<file path="config.mk">
export PLATFORM = sky130hd
export DESIGN_NAME = multi_mode_session_timer
export DESIGN_NICKNAME = d
export VERILOG_FILES = /design/src/sv/mmst_pkg.sv /design/src/sv/mmst_csr.sv /design/src/sv/mmst_core.sv /design/src/sv/multi_mode_session_timer.sv
export SDC_FILE = /design/constraint.sdc
export NUM_CORES = 1
export LEC_CHECK = 0
export ABC_CLOCK_PERIOD_IN_PS = 2840
export BUFFER_PORTS_ARGS = -buffer_cell sky130_fd_sc_hd__buf_2
export CORE_UTILIZATION = 30
export DETAILED_ROUTE_END_ITERATION = 10
export GPL_TIMING_DRIVEN = 0
export PLACE_DENSITY_LB_ADDON = 0.08
export SKIP_CTS_REPAIR_TIMING = 1
export SYNTH_ARGS = -nofsm -noshare
export SYNTH_HDL_FRONTEND = slang
export SYNTH_SLANG_ARGS = --single-unit
</file>
<file path="constraint.sdc">
create_clock -name clock -period 2.84 [get_ports clock]
set_input_delay 0.568 -clock clock [delete_from_list [all_inputs] [get_ports clock]]
set_output_delay 0.568 -clock clock [all_outputs]
set_load 0.01 [all_outputs]
</file>
<file path="src/sv/mmst_pkg.sv">
// Shared types and constants for the multi-mode session timer.
// Used by mmst_csr, mmst_core and multi_mode_session_timer; no dependencies.
package mmst_pkg;

   localparam int unsigned CSR_INDEX_W = 2;
   localparam int unsigned CSR_DATA_W  = 32;
   localparam int unsigned TIME_W      = 32;
   localparam int unsigned TICK_W      = 16;
   localparam int unsigned COUNT_W     = 16;

   localparam logic [1:0] MODE_ELAPSED   = 2'd0;
   localparam logic [1:0] MODE_REMAINING = 2'd1;
   localparam logic [1:0] MODE_ALTERNATE = 2'd2;
   localparam logic [1:0] MODE_RESERVED  = 2'd3;

   localparam logic [1:0] OP_TICK    = 2'd0;
   localparam logic [1:0] OP_PAUSE   = 2'd1;
   localparam logic [1:0] OP_RESTART = 2'd2;
   localparam logic [1:0] OP_NEXT    = 2'd3;

   localparam logic [CSR_INDEX_W-1:0] CSR_MODE      = 2'd0;
   localparam logic [CSR_INDEX_W-1:0] CSR_COUNTDOWN = 2'd1;
   localparam logic [CSR_INDEX_W-1:0] CSR_WORK      = 2'd2;
   localparam logic [CSR_INDEX_W-1:0] CSR_BREAK     = 2'd3;

   localparam logic [TIME_W-1:0] WORK_DEFAULT_MS  = TIME_W'(25 * 60 * 1000);
   localparam logic [TIME_W-1:0] BREAK_DEFAULT_MS = TIME_W'(5 * 60 * 1000);

   typedef struct packed {
      logic [1:0]        operation;
      logic [TICK_W-1:0] tick_amount;
   } req_type;

   typedef struct packed {
      logic [TIME_W-1:0]  time_value;
      logic               paused;
      logic               finished;
      logic               phase;
      logic [COUNT_W-1:0] work_count;
      logic               finish_event;
   } rsp_type;

   typedef struct packed {
      logic [1:0]        mode;
      logic [TIME_W-1:0] countdown_start;
      logic [TIME_W-1:0] work_length;
      logic [TIME_W-1:0] break_length;
   } cfg_type;

endpackage

</file>
<file path="src/sv/mmst_csr.sv">
// Configuration register bank of the session timer.
// Depends on mmst_pkg.
module mmst_csr (
   input  logic                             clock,
   input  logic                             reset,
   input  logic                             csr_write,
   input  logic [mmst_pkg::CSR_INDEX_W-1:0] csr_index,
   input  logic [mmst_pkg::CSR_DATA_W-1:0]  csr_data,
   output mmst_pkg::cfg_type                cfg
);

   mmst_pkg::cfg_type cfg_ff, cfg_in;

   always_comb begin
      cfg_in = cfg_ff;
      if (csr_write) begin
         unique case (csr_index)
            mmst_pkg::CSR_MODE:      cfg_in.mode            = csr_data[1:0];
            mmst_pkg::CSR_COUNTDOWN: cfg_in.countdown_start = csr_data;
            mmst_pkg::CSR_WORK:      cfg_in.work_length     = csr_data;
            mmst_pkg::CSR_BREAK:     cfg_in.break_length    = csr_data;
            default:                 cfg_in = cfg_ff;
         endcase
      end
   end

   always_ff @(posedge clock) begin
      if (reset) begin
         cfg_ff.mode            <= mmst_pkg::MODE_ELAPSED;
         cfg_ff.countdown_start <= '0;
         cfg_ff.work_length     <= mmst_pkg::WORK_DEFAULT_MS;
         cfg_ff.break_length    <= mmst_pkg::BREAK_DEFAULT_MS;
      end else begin
         cfg_ff <= cfg_in;
      end
   end

   assign cfg = cfg_ff;

endmodule

</file>
<file path="src/sv/mmst_core.sv">
// Timer state and the per-word update: tick, pause, restart, next phase.
// Depends on mmst_pkg.
module mmst_core (
   input  logic              clock,
   input  logic              reset,
   input  logic              step,
   input  mmst_pkg::req_type req,
   input  mmst_pkg::cfg_type cfg,
   output mmst_pkg::rsp_type rsp
);

   logic [mmst_pkg::TIME_W-1:0]  time_ff, time_in;
   logic                         pause_ff, pause_in;
   logic                         done_ff, done_in;
   logic                         phase_ff, phase_in;
   logic [mmst_pkg::COUNT_W-1:0] count_ff, count_in;
   logic                         event_w;

   logic [mmst_pkg::TIME_W:0]   sum;
   logic [mmst_pkg::TIME_W-1:0] amount;
   logic                        running;

   assign amount  = mmst_pkg::TIME_W'(req.tick_amount);
   assign sum     = {1'b0, time_ff} + {1'b0, amount};
   assign running = !pause_ff && !done_ff;

   always_comb begin
      time_in  = time_ff;
      pause_in = pause_ff;
      done_in  = done_ff;
      phase_in = phase_ff;
      count_in = count_ff;
      event_w  = 1'b0;
      case (req.operation)
         mmst_pkg::OP_TICK: begin
            if (running) begin
               case (cfg.mode) inside
                  mmst_pkg::MODE_ELAPSED: begin
                     time_in = sum[mmst_pkg::TIME_W] ? '1 : sum[mmst_pkg::TIME_W-1:0];
                  end
                  mmst_pkg::MODE_REMAINING, mmst_pkg::MODE_ALTERNATE: begin
                     if (time_ff <= amount) begin
                        time_in = '0;
                        done_in = 1'b1;
                        event_w = 1'b1;
                     end else begin
                        time_in = time_ff - amount;
                     end
                  end
                  default: time_in = time_ff;
               endcase
            end
         end
         mmst_pkg::OP_PAUSE: pause_in = !pause_ff;
         mmst_pkg::OP_RESTART: begin
            done_in = 1'b0;
            case (cfg.mode)
               mmst_pkg::MODE_ELAPSED:   time_in = '0;
               mmst_pkg::MODE_REMAINING: time_in = cfg.countdown_start;
               mmst_pkg::MODE_ALTERNATE:
                  time_in = phase_ff ? cfg.break_length : cfg.work_length;
               default: time_in = time_ff;
            endcase
         end
         default: begin
            // next phase, alternation mode only
            if (cfg.mode == mmst_pkg::MODE_ALTERNATE) begin
               done_in  = 1'b0;
               phase_in = !phase_ff;
               if (!phase_ff && (count_ff != '1)) begin
                  count_in = count_ff + 1'b1;
               end
               time_in = phase_ff ? cfg.work_length : cfg.break_length;
            end
         end
      endcase
   end

   always_ff @(posedge clock) begin
      if (reset) begin
         time_ff  <= '0;
         pause_ff <= 1'b0;
         done_ff  <= 1'b0;
         phase_ff <= 1'b0;
         count_ff <= '0;
      end else if (step) begin
         time_ff  <= time_in;
         pause_ff <= pause_in;
         done_ff  <= done_in;
         phase_ff <= phase_in;
         count_ff <= count_in;
      end
   end

   always_comb begin
      rsp.time_value   = time_in;
      rsp.paused       = pause_in;
      rsp.finished     = done_in;
      rsp.phase        = phase_in;
      rsp.work_count   = count_in;
      rsp.finish_event = event_w;
   end

endmodule

</file>
<file path="src/sv/multi_mode_session_timer.sv">
// Top level of the multi-mode session timer: input register, update, result register.
// Depends on mmst_pkg, mmst_csr and mmst_core.

// Session timer with stopwatch, countdown and work/break alternation modes, time in
// milliseconds. Every accepted request word gives one response word carrying the
// state after the operation. One word per cycle sustained while rsp_stall is low; each
// word goes through the input register and the result register around the update
// (one 32-bit add or subtract and compare). Stall on the response side backs up into
// req_stall only when both registers hold words. Configuration is written through
// csr_write/csr_index/csr_data and should change only while the timer is idle.
module multi_mode_session_timer (
   input  logic                             clock,
   input  logic                             reset,
   input  logic                             req_valid,
   output logic                             req_stall,
   input  mmst_pkg::req_type                req_data,
   output logic                             rsp_valid,
   input  logic                             rsp_stall,
   output mmst_pkg::rsp_type                rsp_data,
   input  logic                             csr_write,
   input  logic [mmst_pkg::CSR_INDEX_W-1:0] csr_index,
   input  logic [mmst_pkg::CSR_DATA_W-1:0]  csr_data
);

   mmst_pkg::cfg_type cfg;
   mmst_pkg::rsp_type result;

   logic              in_valid_ff, in_valid_in;
   mmst_pkg::req_type in_data_ff;
   logic              out_valid_ff, out_valid_in;
   mmst_pkg::rsp_type out_data_ff;
   logic              advance;
   logic              accept;

   assign advance   = in_valid_ff && (!out_valid_ff || !rsp_stall);
   assign req_stall = in_valid_ff && !advance;
   assign accept    = req_valid && !req_stall;

   mmst_csr u_csr (
      .clock     (clock),
      .reset     (reset),
      .csr_write (csr_write),
      .csr_index (csr_index),
      .csr_data  (csr_data),
      .cfg       (cfg)
   );

   mmst_core u_core (
      .clock (clock),
      .reset (reset),
      .step  (advance),
      .req   (in_data_ff),
      .cfg   (cfg),
      .rsp   (result)
   );

   always_comb begin
      in_valid_in = in_valid_ff;
      if (accept) begin
         in_valid_in = 1'b1;
      end else if (advance) begin
         in_valid_in = 1'b0;
      end
      out_valid_in = out_valid_ff;
      if (advance) begin
         out_valid_in = 1'b1;
      end else if (!rsp_stall) begin
         out_valid_in = 1'b0;
      end
   end

   always_ff @(posedge clock) begin
      if (reset) begin
         in_valid_ff  <= 1'b0;
         out_valid_ff <= 1'b0;
      end else begin
         in_valid_ff  <= in_valid_in;
         out_valid_ff <= out_valid_in;
      end
   end

   always_ff @(posedge clock) begin
      if (accept) begin
         in_data_ff <= req_data;
      end
      if (advance) begin
         out_data_ff <= result;
      end
   end

   assign rsp_valid = out_valid_ff;
   assign rsp_data  = out_data_ff;

endmodule

</file>
== Yosys cells after proc, flatten, opt, wreduce, memory -nomap -nowiden ==
Cells that the tools add are included.
Operators by class
  reductions and logical operators: 24
  eq/ne operators: 9
  multiply operators: 0
  shifts and indexed selects: 0
  muxes and demuxes: 27
  div/mod/pow operators: 0
  add/sub/neg operators: 3
  magnitude comparators: 1
  bitwise logic cells: 3
Operators with widths (number)
  2-to-1 mux 32 bit: 8
  case mux 32 bit (3 select lines): 2
  2-to-1 mux 16 bit: 3
  adder 32 x 16 -> 33 bit: 1
  less-or-equal comparator 32 x 16 -> 1 bit: 1
  subtractor 32 x 16 -> 32 bit: 1
  adder 16 x 1 -> 16 bit (second input constant): 1
  inequality test 16 bit (second input constant): 1
  2-to-1 mux 1 bit: 13
  equality test 2 bit (second input constant): 4
  AND reduction 2 bit: 4
  zero test 1 bit: 7
  equality test 2 x 1 -> 1 bit (second input constant): 3
  zero test 2 bit: 3
  logical AND 1 bit: 5
  OR reduction 4 bit: 1
  inverter 1 bit: 3
  case mux 1 bit (3 select lines): 1
  OR reduction 3 bit: 1
  inequality test 2 x 1 -> 1 bit (second input constant): 1
  nonzero test 2 bit: 1
  OR reduction 2 bit: 1
  logical OR 1 bit: 1
Word-level totals
  ROM bits: 0
  register bits after elaboration: 221
  word-level logic and storage cells: 86
  memories: 0
  output and inout port bits: 54
  bits in latches: 0
  input port bits: 57
  memory bits (writable): 0

== Longest topological paths before layout ==
Gate-level depths: netlist of the first run.
  depth in word-level cells: 8
  gate-level depth with buffers: 13
  mapped depth without buffers: 12

== Hierarchy ==
Synthesis of the first run repeated with hierarchy kept, for this count alone.
Unflattened totals
  cells, all modules: 1660
  area, all modules: 14451.4 sq um
By module, submodules not included
  mmst_core: instances 1, sequential area each 1021.0 sq um, area each 8281.7 sq um, cells an instance 1210
  mmst_csr: instances 1, sequential area each 1961.9 sq um, area each 3981.3 sq um, cells an instance 370
  multi_mode_session_timer: instances 1, sequential area each 2142.1 sq um, area each 2188.3 sq um, cells an instance 80

== Worst setup path before layout of the first run ==
Ideal clock, no wire load.
  path type: register to register
  from: register in_data_ff[0] (netlist bit)
  to: register out_data_ff (netlist bit rsp_data[47]), data pin
  data arrival time: 2881 ps
  clock period less this slack: 3137 ps
  buffers on the path: 0
  required time: 2583 ps
  library setup time: 257 ps
  stages on the path, launching flop included: 12
  path slack: -297 ps
  cells stage by stage: edfxtp_1 ha_1 fa_1 nor2b_1 o311a_1 o21a_1 nand3_1 a211oi_1 or4_4 or2_0 a41oi_1 nor2_1
RTL lines
  start: declaration: line multi_mode_session_timer.sv:29  | mmst_pkg::req_type in_data_ff;
  start signal: assignment: line multi_mode_session_timer.sv:84  | in_data_ff <= req_data;
  end signal: assignment: line multi_mode_session_timer.sv:87  | out_data_ff <= result;
  end: declaration: line multi_mode_session_timer.sv:31  | mmst_pkg::rsp_type out_data_ff;

==> reports/results.ini, run 1 <==
[status]
outcome = complete, but fails checks
violations = setup timing

[drt]
vias = 13016
drtAntennaViolNets = 0
first_iter_violations = 1104
routedWlPerCell_um = 22.67
vias_per_cell = 5.370
wl_um = 54960
first_pass_iters = 6
drc = 0

[flow_run]
maxCapViolCount = 0

[timing]
slew_headroom_pct = 18.16
setup_slack_ps = -469.5
fmax_ghz = 0.3022
clock_skew_ps = 37.90
max_slew.worst_pin.slew_ps = 1223
fin_crit_ps = 3310
setup_tns_ps = -15480
maxSlewViolCount = 0
fin_crit_sh_pct = 116.5
finalHoldViolations = 0
grt_setup_unrepaired = yes
setup_violations = 66

[setup_path]
worstSetupPathType = register to register
start_kind = register
rr_worst_depth = 13
rr_startpoint = in_data_ff[11]
r2r_slack_ps = -470
critPathMaxFanout = 4
cp-startpoint = in_data_ff[11]
worstReg2RegEnd = rsp_data[47]
critPathArrivalTime_ps = 3610
endpoint_kind = register
cp.required_ps = 3140

[place]
gp_congestion = 0.9560
dpl.hpwl_um = 41230
portBuffers = 109
post-place-ws_ps = -1197

[die]
ios = 111
die_h_um = 212.1
core_um2 = 43270
rows = 76
initial_utilization_pct = 30.61
die_w_um = 212.1
die-area_um2 = 44990

[cells_and_area]
area.sequential_um2 = 5151
drive_gt1_share_pct = 23.16
nets = 1913
final_core_util_pct = 39.07
multi_input_area_um2 = 8347
syn_to_final_growth_pct = 27.65
final_common_cell = nand2_1
final_cell_mix = nand2_1, nor2_1, a21oi_1, dfxtp_1, buf_2
antenna_cells_inserted = 0
fill_cells = 4475

[clock_network]
ctsHtreeMaxLevel = 1
cts_tree = built
clk_root_buffer_cell = clkbuf_16
clock_sinks = 221
clk_latency_ps = 590
clock_path_buffers = 3
cts_buffers = 28
clk_pin_slew_ps = 60

[global_route]
grt_max_degree = 62
grt_pass1_wl_um = 80060
track_usage_pct = 23.99
antenna_found_initial = 1
grt-ovfl-total = 0
grt_pass1_vias = 12252

[pwr]
cellLeakagePower_nw = 6.270
cellPowerDensity_nw_per_um2 = 521.8
ir_worst_vdd_mv = 0.4315

[synth]
synth_edf_count = 70
synth.area.top_cells = dfxtp_1, edfxtp_1, nand2_1
syn-cell-area_um2 = 13240
syn_area_per_cell_um2 = 8.090
synthFlopType = dfxtp_1
synth_top_area_share_pct = 22.83
ys_ff_latch = 221
synthCells = 1637
synth_largest_area_cell = dfxtp_1
yosys_warnings = 0
synth_cell_types = 80
synth_nets = 1733
synthArstFlopShare_pct = 0
ys_seq_area_share_pct = 38.70

[worst_hold_path]
hold_end = in_data_ff[11]
min_from = req_data[11]
holdPathStages = 1
min_path_type = input pin to register

-- logic make-up (layout without fill, tap and decap cells) --
kind of cell               after synthesis  count (layout)  share of synthesized area, %
AOI/OAI and AO/OA                      446             446                         21.94
xor gates and xnor gates                65              65                         4.299
muxes                                   69              69                         5.546
buffers and inverters                  171             373                         5.140
and+or+nand+nor                        626             626                         20.58
DFF                                    221             221                         38.70
adders and majority gates               39              39                         3.798
-- worst max path at each step --
stage,end,slack (ps),depth (start not counted)
after floorplan,rsp_data[47],-140,13
after global placement,rsp_data[51],-1280,11
after detailed placement,rsp_data[51],-1200,11
after CTS,rsp_data[51],-1260,11
after global routing,rsp_data[47],-600,13
final,rsp_data[47],-470,13
-- worst max-delay path, stage by stage, from the launching register on --
cell	delay, ps
edfxtp_1	420
inv_2	90
ha_4	190
buf_6	120
nor4_4	290
nor2_1	90
a32oi_2	210
o31ai_4	160
or2_1	260
buf_6	140
or4_4	520
or2_4	280
a41oi_2	190
nor2_1	70
-- synth_stat cells (6+ instances only) --
| master | instances |
|---|---|
| mux2i_1 | 34 |
| nand2_1 | 276 |
| dfxtp_1 | 151 |
| nand4_1 | 13 |
| o211ai_1 | 7 |
| o21a_1 | 17 |
| a21oi_1 | 180 |
| o22a_1 | 7 |
| nor2b_1 | 10 |
| o22ai_1 | 21 |
| nor3_1 | 26 |
| a31oi_1 | 17 |
| a21o_1 | 12 |
| nand3_1 | 47 |
| or2_2 | 6 |
| and2_1 | 7 |
| mux2_2 | 35 |
| ha_1 | 37 |
| xor2_1 | 30 |
| buf_1 | 7 |
| a211o_1 | 7 |
| and3_1 | 16 |
| xnor2_1 | 35 |
| buf_2 | 16 |
| nand2b_1 | 14 |
| a221oi_1 | 25 |
| o21ai_0 | 37 |
| clkbuf_1 | 98 |
| a211oi_1 | 8 |
| or3_1 | 7 |
| inv_1 | 45 |
| o31ai_1 | 17 |
| nor4_1 | 10 |
| a22oi_1 | 19 |
| nor2_1 | 179 |
| edfxtp_1 | 70 |
| o221ai_1 | 17 |
-- sequential cells by signal (all words and copies together) (netlist names) --
name             count
in_data_ff          18
in_valid_ff          1
rsp_data            52
rsp_valid            1
u_core.count_ff     16
u_core.done_ff       1
u_core.pause_ff      1
u_core.phase_ff      1
u_core.time_ff      32
u_csr.cfg           98
-- final cells by class --
type / instances / share of cell area (%)
multi-input cells: 1245 / 49.38
flip-flops and latches: 221 / 30.47
repair buffers: 155 / 5.885
clock buffers: 34 / 4.582
well taps: 585 / 4.330
plain buffers: 119 / 3.516
inverters: 47 / 1.058
clock inverters: 18 / 0.7772
-- metal layers --
metal	wire length [um]	vias up	global-route usage (%)
li1	-	6222	-
met1	25500	6263	33.91
met2	24480	452	38.28
met3	3402	79	2.733
met4	1581	0	6.697
met5	0	-	0
-- metrics by stage --
step / hold WS [ps] / cell area, um2 / cells / power, mW
2_1_floorplan: 436.4 / 13290 / 1637 / 4.465
3_3_place_gp: 445.9 / 14570 / 2331 / 5.030
3_5_place_dp: 451.1 / 14590 / 2332 / 5.034
4_1_cts: 138.7 / 15500 / 2384 / 8.595
5_1_grt: 151.1 / 16900 / 2424 / 9.177
6_report: 163.0 / 16900 / 2424 / 8.820
-- report_power, final --
part / switching (mW) / internal [mW] / total, mW
logic: 1.13 / 0.626 / 1.76
registers: 0.121 / 3.42 / 3.54
clock network: 1.49 / 2.03 / 3.53
total: 2.74 / 6.08 / 8.82
Note: power is estimated with default switching activity, not from simulation.
==> inputs of run 2 (changes only) <==
SYNTH_HIERARCHICAL = 1   (was unset)
==> reports/results.ini, run 2 <==
[drt]
drtAntennaViolNets = 0  ; unchanged
wl_um = 60670  ; was 54,960 um
vias_per_cell = 5.377  ; was 5.370
drc = 0  ; unchanged
vias = 13523  ; was 13,016
first_iter_violations = 1019  ; was 1,104
first_pass_iters = 6  ; unchanged
routedWlPerCell_um = 24.12  ; was 22.67 um

[global_route]
grt.met2_usage_pct = 39.27  ; was 38.28%
grt_max_degree = 29  ; was 62
met3_usage_pct = 2.403  ; was 2.733%
busiest_layer = met2  ; unchanged
grt-ovfl-total = 0  ; unchanged
grt_pass1_vias = 12703  ; was 12,252
track_usage_pct = 23.50  ; was 23.99%
use_met1_pct = 32.25  ; was 33.91%
grt_pass1_wl_um = 86370  ; was 80,060 um
antenna_found_initial = 0  ; was 1

[die]
rows = 80  ; was 76
die_h_um = 221.5  ; was 212.1 um
initial_utilization_pct = 30.33  ; was 30.61%
ios = 111  ; unchanged
die-area_um2 = 49050  ; was 44,990 um2
core_um2 = 47650  ; was 43,270 um2
die_w_um = 221.5  ; was 212.1 um

[timing]
fmax_ghz = 0.3019  ; was 0.3022 GHz
setup_slack_ps = -472.8  ; was -469.5 ps
max_slew.worst_pin.slew_ps = 1070  ; was 1223 ps
maxSlewViolCount = 0  ; unchanged
fin_crit_ps = 3313  ; was 3310 ps
setup_violations = 67  ; was 66
setup_tns_ps = -18290  ; was -15,480 ps
grt_setup_unrepaired = yes  ; unchanged
slew_headroom_pct = 28.68  ; was 18.16%
clock_skew_ps = 19.93  ; was 37.90 ps
fin_crit_sh_pct = 116.6  ; was 116.5%
finalHoldViolations = 0  ; unchanged

[pwr]
cellPowerDensity_nw_per_um2 = 500.0  ; was 521.8 nW/um2
ir_worst_vdd_mv = 0.4048  ; was 0.4315 mV
p_total_mw = 9.460  ; was 8.820 mW
cellLeakagePower_nw = 7.323  ; was 6.270 nW

[setup_path]
cp-startpoint = in_data_ff[0]  ; was in_data_ff[11]
worstReg2RegEnd = rsp_data[31]  ; was rsp_data[47]
start_kind = register  ; unchanged
r2r_slack_ps = -470  ; about the same
cp_num_cells = 10  ; was 13
slowest_delay_ps = 540  ; was 520 ps
crit_buf_inv = 1  ; was 3
critPathArrivalTime_ps = 3720  ; was 3610 ps
path_cells = ha_2, fa_2, nand2b_4, a21o_1, a211o_4, a31oi_4, o31ai_4, buf_6, or4_4, a21oi_2  ; was inv_2, ha_4, buf_6, nor4_4, nor2_1, a32oi_2, o31ai_4, or2_1, buf_6, or4_4, or2_4, a41oi_2, nor2_1
cp_slowest_cell = or4_4  ; unchanged
endpoint_kind = register  ; unchanged
critPathMaxFanout = 4  ; unchanged
rr_startpoint = in_data_ff[0]  ; was in_data_ff[11]
cp-endpoint = rsp_data[31]  ; was rsp_data[47]
cp.required_ps = 3250  ; was 3140 ps
worstSetupPathType = register to register  ; unchanged
cpLargestDelayFamily = compound AO/OA/AOI/OAI gates  ; was simple AND/OR/NAND/NOR gates
rr_worst_depth = 10  ; was 13

[place]
portBuffers = 110  ; was 109
dp_cells = 2388  ; was 2,332
post-place-ws_ps = -1338  ; was -1197 ps
gp_congestion = 0.9538  ; was 0.9560
dpl.hpwl_um = 45740  ; was 41,230 um

[cells_and_area]
final_cells = 2515  ; was 2,424
drive_gt1_share_pct = 28.53  ; was 23.16%
nets = 1975  ; was 1,913
syn_to_final_growth_pct = 30.93  ; was 27.65%
antenna_cells_inserted = 0  ; unchanged
final_common_cell = nor2_1  ; was nand2_1
final_core_util_pct = 39.71  ; was 39.07%
largest_reg_flops = 98  ; unchanged
final_cell_mix = nor2_1, mux2i_1, dfxtp_1, nand2b_1, buf_2  ; was nand2_1, nor2_1, a21oi_1, dfxtp_1, buf_2

[synth]
ys_ff_latch = 221  ; unchanged
synth.area.top_cells = dfxtp_1, edfxtp_1, mux2i_1  ; was dfxtp_1, edfxtp_1, nand2_1
synthCells = 1660  ; was 1,637
synth_largest_area_cell = dfxtp_1  ; unchanged
syn-cell-area_um2 = 14450  ; was 13,240 um2
synth_cell_types = 84  ; was 80
synth_top_area_share_pct = 20.92  ; was 22.83%
synth_common_cells = nor2_1, dfxtp_1, mux2i_1, nand2b_1, nand2_1  ; was nand2_1, a21oi_1, nor2_1, dfxtp_1, clkbuf_1
ys_seq_area_share_pct = 35.46  ; was 38.70%
synthArstFlopShare_pct = 0  ; unchanged
syn_area_per_cell_um2 = 8.706  ; was 8.090 um2
synth_nets = 1756  ; was 1,733
yosysMostFrequentCell = nor2_1  ; was nand2_1
synthFlopType = dfxtp_1  ; unchanged
synth_edf_count = 70  ; unchanged
yosys_warnings = 6  ; was 0

[flow_run]
maxCapViolCount = 0  ; unchanged

[worst_hold_path]
min_path_type = input pin to register  ; unchanged

[clock_network]
clock_sinks = 221  ; unchanged
clock_path_buffers = 3  ; unchanged
clk_root_buffer_cell = clkbuf_16  ; unchanged
clk_latency_ps = 580  ; was 590 ps
clk_pin_slew_ps = 60  ; about the same
cts_tree = built  ; unchanged
cts_buffers = 28  ; unchanged
ctsHtreeMaxLevel = 1  ; unchanged

[status]
violations = setup timing  ; unchanged
outcome = complete, but fails checks  ; unchanged

==> run 2: power by group <==
part	switching [mW]	internal, mW
Sequential	0.115	3.40
Clock	1.50	2.54
Combinational	1.16	0.734
==> run 2: metrics by stage <==
stage / hold WS [ps] / instance area, um2
after global routing: 147.0 / 18920
final: 167.2 / 18920
after global placement: 460.5 / 15820
after CTS: 138.2 / 16940
after floorplan: 448.5 / 14500
after detailed placement: 466.7 / 15880
==> run 2: cell families (layout without fill, tap and decap cells) <==
kind of cell / after synthesis / count (layout) / synth area share [%]
AOI/OAI and AO/OA: 386 / 386 / 18.64
xor gates and xnor gates: 57 / 57 / 3.455
adders and majority gates: 39 / 39 / 3.481
buffers and inverters: 176 / 416 / 5.645
DFF: 221 / 221 / 35.46
muxes: 177 / 177 / 12.60
and+or+nand+nor: 604 / 604 / 20.72
==> run 2: layout make-up <==
class	instances	area (um2)
Fill cell	4867	28730
Multi-Input combinational cell	1263	9654
Sequential cell	221	5166
Timing Repair Buffer	193	1366
Clock buffer	42	898.4
Tap cell	615	769.5
Buffer	127	730.7
Inverter	45	180.2
Clock inverter	9	155.1
==> run 2: how the worst min path moves through the flow <==
stage | start | endpoint | cells past startpoint
after floorplan | u_csr/cfg[64] | u_csr/cfg[64] | 2
after global placement | u_csr/cfg[75] | u_csr/cfg[75] | 2
after detailed placement | u_csr/cfg[81] | u_csr/cfg[81] | 2
after CTS | req_data[11] | in_data_ff[11] | 1
after global routing | req_data[11] | in_data_ff[11] | 1
final | req_data[11] | in_data_ff[11] | 1
==> run 2: per-layer routing <==
metal	share of wire [%]	vias to the layer above
met3	5.1	88
met1	45	6598
met2	47	403
met5	0	-
met4	3.0	0
li1	-	6434
